[src/hw/rtl/cql_frame_deframer_handshake_defines.svh]
//------------------------------------------------------------------------------
// Assertion macros for the frame deframer
// Shared property forms used by the block's concurrent checks.
//------------------------------------------------------------------------------
`ifndef CQL_FRAME_DEFRAMER_HANDSHAKE_DEFINES_SVH
`define CQL_FRAME_DEFRAMER_HANDSHAKE_DEFINES_SVH

// Same-cycle implication, checked out of reset
`define CQL_FD_ASSERT_IMPLY(lbl, ante, cons, msg) \
	lbl: assert property (@(posedge clk) disable iff (!arst_n) (ante) |-> (cons)) \
		else $error(msg);

// Next-cycle implication, checked out of reset
`define CQL_FD_ASSERT_NEXT(lbl, ante, cons, msg) \
	lbl: assert property (@(posedge clk) disable iff (!arst_n) (ante) |=> (cons)) \
		else $error(msg);

`endif

[src/hw/rtl/cql_fd_pkg.sv]
//------------------------------------------------------------------------------
// Frame deframer package
// Word types, event and link codes, and protocol constants.
//------------------------------------------------------------------------------
`default_nettype none

package cql_fd_pkg;

	// Protocol opcodes
	localparam logic [7:0] OP_ERROR        = 8'h00;
	localparam logic [7:0] OP_READY        = 8'h02;
	localparam logic [7:0] OP_AUTHENTICATE = 8'h03;
	localparam logic [7:0] OP_SUPPORTED    = 8'h06;
	localparam logic [7:0] OP_RESULT       = 8'h08;
	localparam logic [7:0] OP_AUTH_SUCCESS = 8'h10;

	// Result kinds
	localparam logic [31:0] KIND_VOID = 32'h0000_0001;
	localparam logic [31:0] KIND_ROWS = 32'h0000_0002;

	// Register reset and protocol versions
	localparam logic [31:0] MAX_FRAME_RESET = 32'(16 * 1024 * 1024);
	localparam logic [2:0]  VER_4 = 3'd4;
	localparam logic [2:0]  VER_5 = 3'd5;

	// Header is nine bytes; count value HDR_BYTES marks the body phase
	localparam logic [3:0] HDR_BYTES = 4'd9;
	localparam logic [3:0] HDR_LAST  = 4'd8;

	typedef enum logic [1:0] {
		ACT_BYTE    = 2'd0,
		ACT_QUERY   = 2'd1,
		ACT_CONNECT = 2'd2,
		ACT_NOP     = 2'd3
	} act_t;

	typedef enum logic [1:0] {
		LINK_IDLE      = 2'd0,
		LINK_HANDSHAKE = 2'd1,
		LINK_READY     = 2'd2,
		LINK_FAILED    = 2'd3
	} link_t;

	typedef enum logic [3:0] {
		EV_NONE      = 4'd0,
		EV_STARTUP   = 4'd1,
		EV_AUTH      = 4'd2,
		EV_READY     = 4'd3,
		EV_ERROR     = 4'd4,
		EV_VOID      = 4'd5,
		EV_ROWS      = 4'd6,
		EV_QFAIL     = 4'd7,
		EV_TOO_LONG  = 4'd8,
		EV_IGNORED   = 4'd9
	} event_t;

	// Classified input word
	typedef struct packed {
		act_t       kind;
		logic [7:0] data;
	} cmd_t;

	// Result word
	typedef struct packed {
		logic        body_valid;
		logic [7:0]  body_byte;
		logic        body_last;
		event_t      frame_event;
		logic [7:0]  frame_opcode;
		logic [15:0] frame_stream;
		logic [31:0] frame_length;
		link_t       link_state;
		logic [2:0]  protocol_version;
	} res_t;

	// Back-end handshake with the command queue and the result queue
	typedef struct packed {
		logic cmd_valid;
		logic res_full;
	} back_in_t;

	typedef struct packed {
		logic cmd_pop;
		logic res_push;
	} back_out_t;

endpackage

`default_nettype wire

[src/hw/rtl/cql_frame_deframer_handshake.sv]
// Path: a pushed word is stored in the command queue, processed by the back
//   end and its result is stored in the result queue, visible as empty low.
// Throughput: one word per cycle while full is low; the back end retires one
//   command per cycle, stalling only when the result queue is full.
// Reset: arst_n clears queues, deframer and link state; the frame size limit
//   returns to 16 MiB and the requested version to 5.
//------------------------------------------------------------------------------
// Frame deframer and handshake tracker
// Queue-style top level joining front end, back end and result queue.
//------------------------------------------------------------------------------
`default_nettype none

`include "cql_frame_deframer_handshake_defines.svh"

module cql_frame_deframer_handshake #(
	parameter int CMD_DEPTH = 2,
	parameter int RES_DEPTH = 2
) (
	input  wire logic        clk,
	input  wire logic        arst_n,
	// Input queue side
	input  wire logic        push,
	output logic             full,
	input  wire logic [1:0]  action,
	input  wire logic [7:0]  rx_byte,
	// Result queue side
	output logic             empty,
	input  wire logic        pop,
	output logic             body_valid,
	output logic [7:0]       body_byte,
	output logic             body_last,
	output logic [3:0]       frame_event,
	output logic [7:0]       frame_opcode,
	output logic [15:0]      frame_stream,
	output logic [31:0]      frame_length,
	output logic [1:0]       link_state,
	output logic [2:0]       protocol_version,
	// Configuration write
	input  wire logic        cfg_valid,
	output logic             cfg_ready,
	input  wire logic [31:0] max_frame_bytes
);

	localparam int RES_W = $bits(cql_fd_pkg::res_t);

	cql_fd_pkg::cmd_t      cmd;
	cql_fd_pkg::res_t      res_in, res_out;
	cql_fd_pkg::back_in_t  back_in;
	cql_fd_pkg::back_out_t back_out;
	logic                  cmd_valid;
	logic                  res_full;
	logic [RES_W-1:0]      res_bits;

	assign cfg_ready = 1'b1;

	cql_fd_front #(
		.DEPTH (CMD_DEPTH)
	) u_front (
		.clk       (clk),
		.arst_n    (arst_n),
		.push      (push),
		.action    (action),
		.rx_byte   (rx_byte),
		.full      (full),
		.cmd_pop   (back_out.cmd_pop),
		.cmd_valid (cmd_valid),
		.cmd       (cmd)
	);

	assign back_in.cmd_valid = cmd_valid;
	assign back_in.res_full  = res_full;

	cql_fd_back u_back (
		.clk     (clk),
		.arst_n  (arst_n),
		.cfg_we  (cfg_valid && cfg_ready),
		.cfg_max (max_frame_bytes),
		.ctl_in  (back_in),
		.cmd     (cmd),
		.ctl_out (back_out),
		.res     (res_in)
	);

	cql_fd_fifo #(
		.WIDTH (RES_W),
		.DEPTH (RES_DEPTH)
	) u_res_q (
		.clk     (clk),
		.arst_n  (arst_n),
		.wr_en   (back_out.res_push),
		.wr_data (RES_W'(res_in)),
		.rd_en   (pop),
		.rd_data (res_bits),
		.full    (res_full),
		.empty   (empty)
	);

	// Unpack the oldest result word
	assign res_out          = cql_fd_pkg::res_t'(res_bits);
	assign body_valid       = res_out.body_valid;
	assign body_byte        = res_out.body_byte;
	assign body_last        = res_out.body_last;
	assign frame_event      = res_out.frame_event;
	assign frame_opcode     = res_out.frame_opcode;
	assign frame_stream     = res_out.frame_stream;
	assign frame_length     = res_out.frame_length;
	assign link_state       = res_out.link_state;
	assign protocol_version = res_out.protocol_version;

	// Checks
	`CQL_FD_ASSERT_IMPLY(a_push_has_room, back_out.res_push, !res_full, "result pushed into full queue")
	`CQL_FD_ASSERT_IMPLY(a_last_has_event, back_out.res_push && res_in.body_last, res_in.frame_event != cql_fd_pkg::EV_NONE, "frame end without event")
	`CQL_FD_ASSERT_IMPLY(a_too_long_fails, back_out.res_push && res_in.frame_event == cql_fd_pkg::EV_TOO_LONG, res_in.link_state == cql_fd_pkg::LINK_FAILED, "oversize frame left link up")
	`CQL_FD_ASSERT_NEXT(a_push_fills, back_out.res_push && !pop, !empty, "pushed result not visible")

endmodule

`default_nettype wire

[src/hw/rtl/cql_fd_fifo.sv]
//------------------------------------------------------------------------------
// Word queue
// Small register queue with first-word fall-through read.
//------------------------------------------------------------------------------
`default_nettype none

module cql_fd_fifo #(
	parameter int WIDTH = 8,
	parameter int DEPTH = 2
) (
	input  wire logic             clk,
	input  wire logic             arst_n,
	input  wire logic             wr_en,
	input  wire logic [WIDTH-1:0] wr_data,
	input  wire logic             rd_en,
	output logic      [WIDTH-1:0] rd_data,
	output logic                  full,
	output logic                  empty
);

	localparam int PW = (DEPTH > 1) ? $clog2(DEPTH) : 1;
	localparam int CW = $clog2(DEPTH + 1);
	localparam logic [PW-1:0] PTR_LAST = PW'(DEPTH - 1);
	localparam logic [CW-1:0] CNT_FULL = CW'(DEPTH);

	logic [WIDTH-1:0] mem_q [DEPTH];
	logic [PW-1:0]    wr_ptr_q, rd_ptr_q;
	logic [CW-1:0]    cnt_q;
	logic             do_wr, do_rd;

	assign full    = (cnt_q == CNT_FULL);
	assign empty   = (cnt_q == '0);
	assign do_wr   = wr_en && !full;
	assign do_rd   = rd_en && !empty;
	assign rd_data = mem_q[rd_ptr_q];

	// Store the incoming word
	always_ff @(posedge clk) begin
		if (do_wr) begin
			mem_q[wr_ptr_q] <= wr_data;
		end
	end

	// Advance pointers and occupancy
	always_ff @(posedge clk or negedge arst_n) begin
		if (!arst_n) begin
			wr_ptr_q <= '0;
			rd_ptr_q <= '0;
			cnt_q    <= '0;
		end else begin
			if (do_wr) begin
				wr_ptr_q <= (wr_ptr_q == PTR_LAST) ? '0 : wr_ptr_q + 1'b1;
			end
			if (do_rd) begin
				rd_ptr_q <= (rd_ptr_q == PTR_LAST) ? '0 : rd_ptr_q + 1'b1;
			end
			if (do_wr && !do_rd) begin
				cnt_q <= cnt_q + 1'b1;
			end else if (do_rd && !do_wr) begin
				cnt_q <= cnt_q - 1'b1;
			end
		end
	end

endmodule

`default_nettype wire

[src/hw/rtl/cql_fd_front.sv]
//------------------------------------------------------------------------------
// Deframer front end
// Accepts input words, classifies the action and queues them for the back end.
//------------------------------------------------------------------------------
`default_nettype none

module cql_fd_front #(
	parameter int DEPTH = 2
) (
	input  wire logic             clk,
	input  wire logic             arst_n,
	input  wire logic             push,
	input  wire logic [1:0]       action,
	input  wire logic [7:0]       rx_byte,
	output logic                  full,
	input  wire logic             cmd_pop,
	output logic                  cmd_valid,
	output cql_fd_pkg::cmd_t      cmd
);

	localparam int CMD_W = $bits(cql_fd_pkg::cmd_t);

	cql_fd_pkg::cmd_t   cls;
	logic [CMD_W-1:0]   rd_bits;
	logic               q_empty;

	// Classify the action; only received bytes carry data
	always_comb begin
		cls.data = 8'h00;
		case (action)
			cql_fd_pkg::ACT_BYTE: begin
				cls.kind = cql_fd_pkg::ACT_BYTE;
				cls.data = rx_byte;
			end
			cql_fd_pkg::ACT_QUERY:   cls.kind = cql_fd_pkg::ACT_QUERY;
			cql_fd_pkg::ACT_CONNECT: cls.kind = cql_fd_pkg::ACT_CONNECT;
			default:                 cls.kind = cql_fd_pkg::ACT_NOP;
		endcase
	end

	cql_fd_fifo #(
		.WIDTH (CMD_W),
		.DEPTH (DEPTH)
	) u_cmd_q (
		.clk     (clk),
		.arst_n  (arst_n),
		.wr_en   (push),
		.wr_data (CMD_W'(cls)),
		.rd_en   (cmd_pop),
		.rd_data (rd_bits),
		.full    (full),
		.empty   (q_empty)
	);

	assign cmd_valid = !q_empty;
	assign cmd       = cql_fd_pkg::cmd_t'(rd_bits);

endmodule

`default_nettype wire

[src/hw/rtl/cql_fd_back.sv]
//------------------------------------------------------------------------------
// Deframer back end
// Header collection, body pass-through and connection state machine.
//------------------------------------------------------------------------------
`default_nettype none

module cql_fd_back (
	input  wire logic                  clk,
	input  wire logic                  arst_n,
	input  wire logic                  cfg_we,
	input  wire logic [31:0]           cfg_max,
	input  wire cql_fd_pkg::back_in_t  ctl_in,
	input  wire cql_fd_pkg::cmd_t      cmd,
	output cql_fd_pkg::back_out_t      ctl_out,
	output cql_fd_pkg::res_t           res
);

	logic [31:0]         max_q;
	logic [3:0]          cnt_q, cnt_n;
	logic [7:0]          opc_q, opc_n;
	logic [15:0]         strm_q, strm_n;
	logic [31:0]         len_q, len_n;
	logic [31:0]         rem_q, rem_n;
	logic [31:0]         kind_q, kind_n;
	cql_fd_pkg::link_t   link_q, link_n;
	logic                qact_q, qact_n;
	logic [2:0]          ver_q, ver_n;
	logic                halt_q, halt_n;
	logic                bv, bl, fin, step;
	logic [7:0]          bb;
	logic [31:0]         pos, rem_dec;
	cql_fd_pkg::event_t  ev;

	// Process one word whenever one waits and the result queue has room
	assign step             = ctl_in.cmd_valid && !ctl_in.res_full;
	assign ctl_out.cmd_pop  = step;
	assign ctl_out.res_push = step;

	assign pos     = len_q - rem_q;
	assign rem_dec = (rem_q != '0) ? rem_q - 32'd1 : rem_q;

	// Next state and result for the word at the head of the queue
	always_comb begin
		cnt_n  = cnt_q;
		opc_n  = opc_q;
		strm_n = strm_q;
		len_n  = len_q;
		rem_n  = rem_q;
		kind_n = kind_q;
		link_n = link_q;
		qact_n = qact_q;
		ver_n  = ver_q;
		halt_n = halt_q;
		bv     = 1'b0;
		bb     = 8'h00;
		bl     = 1'b0;
		fin    = 1'b0;
		ev     = cql_fd_pkg::EV_NONE;

		case (cmd.kind)
			cql_fd_pkg::ACT_CONNECT: begin
				link_n = cql_fd_pkg::LINK_HANDSHAKE;
				cnt_n  = '0;
				rem_n  = '0;
				kind_n = '0;
				halt_n = 1'b0;
				qact_n = 1'b0;
				if (ver_q != cql_fd_pkg::VER_4) begin
					ver_n = cql_fd_pkg::VER_5;
				end
			end
			cql_fd_pkg::ACT_QUERY: begin
				if (link_q == cql_fd_pkg::LINK_READY) begin
					qact_n = 1'b1;
				end
			end
			cql_fd_pkg::ACT_BYTE: begin
				if (!halt_q) begin
					if (cnt_q < cql_fd_pkg::HDR_BYTES) begin
						// Collect big-endian header fields
						case (cnt_q)
							4'd2:             strm_n = {cmd.data, strm_q[7:0]};
							4'd3:             strm_n = {strm_q[15:8], cmd.data};
							4'd4:             opc_n  = cmd.data;
							4'd5:             len_n  = {24'h0, cmd.data};
							4'd6, 4'd7, 4'd8: len_n  = {len_q[23:0], cmd.data};
							default:          ;
						endcase
						cnt_n = cnt_q + 4'd1;
						if (cnt_q == cql_fd_pkg::HDR_LAST) begin
							kind_n = '0;
							if (len_n > max_q) begin
								link_n = cql_fd_pkg::LINK_FAILED;
								halt_n = 1'b1;
								cnt_n  = '0;
								ev     = cql_fd_pkg::EV_TOO_LONG;
							end else if (len_n == '0) begin
								cnt_n = '0;
								fin   = 1'b1;
							end else begin
								rem_n = len_n;
							end
						end
					end else begin
						// Pass the body byte, capture the result kind
						if (pos < 32'd4) begin
							kind_n = {kind_q[23:0], cmd.data};
						end
						bv    = 1'b1;
						bb    = cmd.data;
						rem_n = rem_dec;
						if (rem_dec == '0) begin
							bl    = 1'b1;
							cnt_n = '0;
							fin   = 1'b1;
						end
					end
				end
			end
			default: ;
		endcase

		// Finish the frame: drive the connection state machine
		if (fin) begin
			if (opc_n == cql_fd_pkg::OP_ERROR) begin
				if (ver_q == cql_fd_pkg::VER_5) begin
					ver_n = cql_fd_pkg::VER_4;
				end
				link_n = cql_fd_pkg::LINK_FAILED;
				qact_n = 1'b0;
				ev     = cql_fd_pkg::EV_ERROR;
			end else if (link_q != cql_fd_pkg::LINK_READY) begin
				if (opc_n == cql_fd_pkg::OP_SUPPORTED && link_q != cql_fd_pkg::LINK_IDLE) begin
					ev = cql_fd_pkg::EV_STARTUP;
				end else if (opc_n == cql_fd_pkg::OP_AUTHENTICATE) begin
					ev = cql_fd_pkg::EV_AUTH;
				end else if (opc_n == cql_fd_pkg::OP_AUTH_SUCCESS ||
						opc_n == cql_fd_pkg::OP_READY) begin
					link_n = cql_fd_pkg::LINK_READY;
					ev     = cql_fd_pkg::EV_READY;
				end else begin
					ev = cql_fd_pkg::EV_IGNORED;
				end
			end else if (!qact_q) begin
				ev = cql_fd_pkg::EV_IGNORED;
			end else begin
				qact_n = 1'b0;
				if (opc_n != cql_fd_pkg::OP_RESULT || len_n < 32'd4) begin
					ev = cql_fd_pkg::EV_QFAIL;
				end else if (kind_n == cql_fd_pkg::KIND_VOID) begin
					ev = cql_fd_pkg::EV_VOID;
				end else if (kind_n == cql_fd_pkg::KIND_ROWS) begin
					ev = cql_fd_pkg::EV_ROWS;
				end else begin
					ev = cql_fd_pkg::EV_QFAIL;
				end
			end
		end

		res.body_valid       = bv;
		res.body_byte        = bb;
		res.body_last        = bl;
		res.frame_event      = ev;
		res.frame_opcode     = opc_n;
		res.frame_stream     = strm_n;
		res.frame_length     = len_n;
		res.link_state       = link_n;
		res.protocol_version = ver_n;
	end

	// Hold the frame size limit
	always_ff @(posedge clk or negedge arst_n) begin
		if (!arst_n) begin
			max_q <= cql_fd_pkg::MAX_FRAME_RESET;
		end else if (cfg_we) begin
			max_q <= cfg_max;
		end
	end

	// Advance deframer and link state
	always_ff @(posedge clk or negedge arst_n) begin
		if (!arst_n) begin
			cnt_q  <= '0;
			opc_q  <= '0;
			strm_q <= '0;
			len_q  <= '0;
			rem_q  <= '0;
			kind_q <= '0;
			link_q <= cql_fd_pkg::LINK_IDLE;
			qact_q <= 1'b0;
			ver_q  <= cql_fd_pkg::VER_5;
			halt_q <= 1'b0;
		end else if (step) begin
			cnt_q  <= cnt_n;
			opc_q  <= opc_n;
			strm_q <= strm_n;
			len_q  <= len_n;
			rem_q  <= rem_n;
			kind_q <= kind_n;
			link_q <= link_n;
			qact_q <= qact_n;
			ver_q  <= ver_n;
			halt_q <= halt_n;
		end
	end

endmodule

`default_nettype wire
[config.mk]
export PLATFORM = sky130hd
export DESIGN_NAME = cql_frame_deframer_handshake
export DESIGN_NICKNAME = d
export VERILOG_FILES = /design/src/hw/rtl/cql_fd_pkg.sv /design/src/hw/rtl/cql_frame_deframer_handshake.sv /design/src/hw/rtl/cql_fd_fifo.sv /design/src/hw/rtl/cql_fd_front.sv /design/src/hw/rtl/cql_fd_back.sv
export VERILOG_INCLUDE_DIRS = /design/src /design/src/hw/rtl
export SDC_FILE = /design/constraint.sdc
export NUM_CORES = 1
export LEC_CHECK = 0
export ABC_CLOCK_PERIOD_IN_PS = 5500
export BUFFER_PORTS_ARGS = -buffer_cell sky130_fd_sc_hd__buf_2
export CAP_MARGIN = 20
export CORE_MARGIN = 1.5
export CORE_UTILIZATION = 50
export DETAILED_ROUTE_END_ITERATION = 10
export PLACE_DENSITY = 0.76
export SYNTH_ARGS = -nofsm -noshare
export SYNTH_HDL_FRONTEND = slang
export SYNTH_SLANG_ARGS = --single-unit
[constraint.sdc]
create_clock -name clk -period 5.5 [get_ports clk]
set_clock_uncertainty 0.05 [all_clocks]
set_input_delay 0.55 -clock clk [delete_from_list [all_inputs] [get_ports clk]]
set_output_delay 0.55 -clock clk [all_outputs]
set_load 0.05 [all_outputs]
# ---- Word level (Yosys, flattened, before mapping)
# Memory sizes are Yosys's and may differ from the RTL's.
# Index checks and enable logic that the tools add are counted.
dict set report totals {
  output_inout_bits 78
  ramBits 170
  mem_count 2
  regBits 171
  word_cells 205
  in_bits 47
}
dict set report op_classes {
  addsub 11
  eq_ne 29
  mux 106
  order_cmp 4
  n_reduce_logical 36
}
# memory depth width read_ports rd_clocked_by_memory_dff wr line_no
set mem_list {}
lappend mem_list {u_res_q.mem_q 2 75 1 0 1 cql_fd_fifo.sv:26} ;# logic [WIDTH-1:0] mem_q [DEPTH];
lappend mem_list {u_front.u_cmd_q.mem_q 2 10 1 0 1 cql_fd_fifo.sv:26}
# op n
set ops {}
lappend ops {{2-to-1 mux 32 bit} 16}
lappend ops {{case mux 32 bit (2 select lines)} 3}
lappend ops {{2-to-1 mux 4 bit} 20}
lappend ops {{zero test 32 bit} 2}
lappend ops {{< comparator 32 x 3 -> 1 bit, second input constant} 2}
lappend ops {{2-to-1 mux 8 bit} 8}
lappend ops {{2-to-1 mux 16 bit} 3}
lappend ops {{== test 32 x 1 -> 1 bit, second input constant} 1}
lappend ops {{== test 32 x 2 -> 1 bit, second input constant} 1}
lappend ops {{> comparator 32 bit} 1}
lappend ops {{case mux 16 bit (2 select lines)} 1}
lappend ops {{nonzero test 32 bit} 1}
lappend ops {{subtractor 32 x 1 -> 32 bit, second input constant} 1}
lappend ops {{subtractor 32 bit} 1}
lappend ops {{2-to-1 mux 1 bit} 31}
lappend ops {{2-to-1 mux 2 bit} 14}
lappend ops {{== test 4 x 3 -> 1 bit, second input constant} 4}
lappend ops {{== test 8 x 2 -> 1 bit, second input constant} 2}
lappend ops {{2-to-1 mux 3 bit} 5}
lappend ops {{inequality test 3 bit, second input constant} 4}
lappend ops {{== test 2 bit, second input constant} 5}
lappend ops {{logical AND 1 bit} 10}
lappend ops {{== test 4 x 2 -> 1 bit, second input constant} 2}
lappend ops {{== test 8 x 3 -> 1 bit, second input constant} 1}
lappend ops {{other kinds (25)} 47}

# ---- Longest topological paths before layout
dict set report logic_depth {
  ltp_word 18
  mapped_depth 21
  depth_no_buf 20
}

# ---- Cells and area by module
# From an unflattened synthesis, not the netlist that was laid out.
dict set report hier_totals {
  hier_cells 1892
  area_unflattened_um2 19210.9
}
# mod instances area_per_inst_um2 cells_per_inst seq_area_each_um2
set by_module_without_submodules {}
lappend by_module_without_submodules {cql_fd_back 1 12383.1 1575 4082.7}
lappend by_module_without_submodules {{cql_fd_fifo at u_res_q} 1 5763.0 252 4604.4}
lappend by_module_without_submodules {{cql_fd_fifo at u_front.u_cmd_q} 1 919.6 50 700.7}
lappend by_module_without_submodules {cql_fd_front 1 133.9 13 0.0}
lappend by_module_without_submodules {cql_frame_deframer_handshake 1 11.3 2 0.0}

# ---- Worst setup path before layout
# OpenSTA, ideal clock, no wires.
dict set report synth_path {
  path_kind {register -> register}
  start {register u_back.cnt_q[0]}
  end {register u_back.rem_q[29]}
  setup_time_ns 0.136
  path_buffers 2
  path_stages_with_launch 22
  path_slack_ns 0.887
  t_arrival_ns 4.427
  cell_sequence {dfrtp_1 inv_1 ha_1 nor3_1 o21ai_1 clkbuf_1 nor2_1 a21oi_1 ha_1 nor2b_1 o21a_1 o21a_1 o211ai_1 a21oi_1 a211o_1 a221o_1 a31o_2 o311ai_1 nand3_1 clkbuf_1 o21ai_0 o21ai_0}
}
dict set report synth_via {
  elab_chain_len 12
  word_cells_on_any_way 22
}
# element line_no
set synth_rtl {}
lappend synth_rtl {{start, declared} cql_fd_back.sv:19} ;# logic [3:0] cnt_q, cnt_n;
lappend synth_rtl {{start signal, assigned} cql_fd_back.sv:194} ;# cnt_q <= cnt_n;
lappend synth_rtl {{branches (longest 12 deep; another with > comparator 32 bit)} -}
lappend synth_rtl {{end signal, assigned} cql_fd_back.sv:198} ;# rem_q <= rem_n;
lappend synth_rtl {{end, declared} cql_fd_back.sv:23} ;# logic [31:0] rem_q, rem_n;
# Parallel ways; which one is timed is not known. The select of a mux whose other input is x is not followed.
# A chain may end at the register's enable or synchronous reset.

# ---- Worst setup path after layout
dict set report layout_path {
  start {register u_back.cnt_q[0]}
  end {register u_back.rem_q[0]}
}
# The elaborated chain is that of the path after synthesis.

==> summary.txt <==
power share of the clock group -> 19.6%
VDD IR max -> 0.314 mV
FMAX -> 0.196 GHz
Mean Syn Cell Area -> 10.2 µm²
most frequent cells in the layout -> nand2_1 (223), edfxtp_1 (170), dfrtp_1 (167), o21ai_0 (155), buf_2 (122)
Post-Layout Cell Count -> 2509
FP Rows -> 70
Placeable Area -> 36900 µm²
Sequential Power Share -> 30.7%
status -> finished, final reports clean
Critical Path Source Type -> flop
kind of critical path -> reg -> reg
Net Sw Power -> 5.63 mW
Max-cap violations -> 0
P_leak -> 9.62 nW
max-slew violation count -> 0
Worst-Skew Late Latency -> 0.57 ns
Mapped Area -> 18800 µm²
Int Pwr -> 6.78 mW
Worst Path Arrival -> 5.48 ns
Worst R2R End -> u_back.rem_q[0]
Gate power share -> 49.7%
total power -> 12.4 mW
crit-path cells -> inv_1 -> ha_1 -> nor3_1 -> o21ai_1 -> buf_4 -> o21ai_0 -> inv_1 -> ha_1 -> o211ai_1 -> a21oi_1 -> a211o_1 -> a221o_1 -> a31o_2 -> o311ai_1 -> nand3_1 -> buf_4 -> o21bai_1 -> o2bb2ai_1
area of the multi-input gates -> 8700 µm²
GRT Util Overall -> 30.2%
Vias/cell -> 6.32
Crit-path slowest cell -> o21ai_0
pwr/cell area -> 580 nW/µm²
Register Area -> 9390 µm²
Die Height -> 197 µm
Net Sw Frac -> 45.4%
final worst slack -> 0.409 ns
number of flops mapped to enable cells by yosys -> 170
TritonCTS clock tree -> done
Reg-to-Reg Start -> u_back.cnt_q[0]
post-route ant nets -> 0
Setup crit start -> u_back.cnt_q[0]
RSZ-0062 raised after global routing -> false
Seq/Total Area, Yosys -> 49.9%
die width -> 197 µm
Sink Count -> 341
CP Capture Type -> flop
hold_buf cts -> 1
largest net degree at the start of global routing -> 64
first-pass GRT wire length -> 89.6 mm
Port Buffer Count -> 123
number of synthesis warnings -> 0
initial core utilization -> 51.1%
number of cells on the critical path -> 18
CP peak stage delay -> 0.74 ns
DRT iter0 DRCs -> 1972
Final Hold Fails -> 0
Final #Nets -> 2095
fin crit share -> 92.6%
buffer levels on the longest clock path -> 3
share of layout cells above drive strength 1 -> 18.9%
Ports -> 125
fillers -> 3113
Final Critical Period -> 5.09 ns
top_reg_cell synth -> edfxtp_1
vias in the first global route -> 15000
antenna violations before repair -> 4
R2R Setup Slk -> 0.41 ns
pre-CTS setup slack -> 0.599 ns
total CTS buffers -> 36
cts repair resizes -> 0
WP buf/inv -> 4
clock-pin slew of the registers on the worst-case setup and hold paths -> 0.06 ns
unique cell type count in the Yosys netlist -> 86
Setup TNS -> 0 ns
HPWL after detailed placement -> 42.6 mm
TritonRoute pass-1 iters -> 7
Avg WL per Cell -> 23.4 µm
Hold Crit Class -> in -> reg
GPL Wtd Cong -> 1.02
cells after synthesis -> 1851
H-tree depth -> 2
Reg2Reg Depth -> 18
dpl cells -> 2439
final wirelength -> 58.8 mm
CP required -> 5.89 ns
worst-margin pin slew -> 1.08 ns
CP Max Fanout -> 35
setup violators final -> 0
Root Buffer -> clkbuf_16
die area -> 38800 µm²
CP top delay family -> compound AO/OA/AOI/OAI gates
commonest non-fill, non-tap cell in the layout -> nand2_1
vias -> 15900
Syn Nets -> 1971
Post-CTS Setup Inserts -> 0
Slew headroom -> 28.0%
DRC violations left -> 0
Critical Path End -> u_back.rem_q[0]
Yosys reg bits -> 341
total gr overflow -> 0
FFs w/ async S/R, synth -> 50.1%
Layout area overhead -> 13.5%
-- worst min-delay path, stage by stage --
cell and delay, ns:
buf_2 0.08, nand2_1 0.04, o21ai_0 0.06
-- kinds of logic (layout without fill, tap and decap cells) --
family,Yosys count,after routing,synth area share (%)
AOI/OAI and AO/OA,509,509,17.8
xor gates and xnor gates,22,22,1.02
adders and majority gates,73,73,4.85
buffers and inverters,206,358,4.19
DFF,341,341,49.9
muxes,131,131,7.71
other,1,3,0.0199
and+or+nand+nor,568,568,14.6
-- per-stage QoR --
stage	cell area, µm²	utilization, %	hold WS, ns
after global routing	21400	58.0	0.155
after CTS	21400	57.9	0.131
after floorplan	18800	-	0.204
final	21400	58.0	0.145
after global placement	20200	54.7	0.406
after detailed placement	20200	54.7	0.416
-- worst min-delay path by stage --
stage                                    from                     endpoint  slack, ns  cells past startpoint
after global routing                action[1]  u_front.u_cmd_q.mem_q[0][9]       0.16                      1
final                     max_frame_bytes[27]             u_back.max_q[27]       0.15                      3
after CTS                 max_frame_bytes[27]             u_back.max_q[27]       0.13                      3
after global placement        u_back.opc_q[6]              u_back.opc_q[6]       0.41                      2
after floorplan                        arst_n              u_back.cnt_q[0]       0.20                      0
after detailed placement      u_back.opc_q[6]              u_back.opc_q[6]       0.42                      2
-- synth_stat cells (all sizes together), types with 7 or more instances --
master / number / share of area (%)
nand2: 223 / 4.4
edfxtp: 170 / 27
dfrtp: 168 / 22
o21ai: 161 / 4.3
mux2: 112 / 6.7
inv: 109 / 2.2
nor2: 103 / 2.1
a21oi: 93 / 2.5
clkbuf: 82 / 1.6
a22o: 73 / 3.4
ha: 73 / 4.9
nand3: 46 / 1.2
nor3: 42 / 1.1
nor4: 42 / 1.7
nand4: 28 / 0.93
a21o: 26 / 1.0
a31oi: 24 / 0.80
mux2i: 19 / 1.0
and3: 16 / 0.53
o211ai: 16 / 0.64
xnor2: 16 / 0.74
buf: 14 / 0.37
a22oi: 13 / 0.52
nor2b: 13 / 0.43
o21a: 13 / 0.52
and2: 11 / 0.37
o22ai: 10 / 0.33
nand2b: 9 / 0.31
a211oi: 8 / 0.35
o31ai: 8 / 0.39
or2: 8 / 0.27
or3: 8 / 0.27
or4: 7 / 0.30
-- layer usage --
layer / global-route usage, % / wire length, µm / up-vias
met2: 46.3 / 26000 / 888
met4: 11.9 / 2100 / 2
li1: - / - / 7115
met5: 0 / 53 / -
met1: 42.9 / 24900 / 7714
met3: 5.17 / 5700 / 145
-- power by group through the flow --
stage	registers [mW]	logic (mW)	clock network [mW]
after CTS	3.82	6.08	2.47
after detailed placement	3.86	6.05	0
final	3.81	6.16	2.43
after floorplan	3.78	4.49	0
after global routing	3.87	6.50	2.55
after global placement	3.81	6.02	0
-- flip-flops by register name (all words and copies together), names as in the netlist --
| name | flops |
|---|---|
| u_res_q.mem_q | 150 |
| u_back.kind_q | 32 |
| u_back.len_q | 32 |
| u_back.max_q | 32 |
| u_back.rem_q | 32 |
| u_front.u_cmd_q.mem_q | 20 |
| u_back.strm_q | 16 |
| u_back.opc_q | 8 |
| u_back.cnt_q | 4 |
| u_back.ver_q | 3 |
| u_back.link_q | 2 |
| u_front.u_cmd_q.cnt_q | 2 |
| u_res_q.cnt_q | 2 |
| u_back.halt_q | 1 |
| u_back.qact_q | 1 |
| u_front.u_cmd_q.rd_ptr_q | 1 |
| u_front.u_cmd_q.wr_ptr_q | 1 |
| u_res_q.rd_ptr_q | 1 |
| u_res_q.wr_ptr_q | 1 |
-- area by class of cell --
type	instances	area share, %
Sequential cell	341	43.9
Multi-Input combinational cell	1304	40.7
Clock buffer	47	4.59
Antenna cell	2	0.0234
Tap cell	504	2.95
Clock inverter	19	0.837
Inverter	110	1.93
Timing Repair Buffer	182	5.05
(Power assumes the default switching activity.)
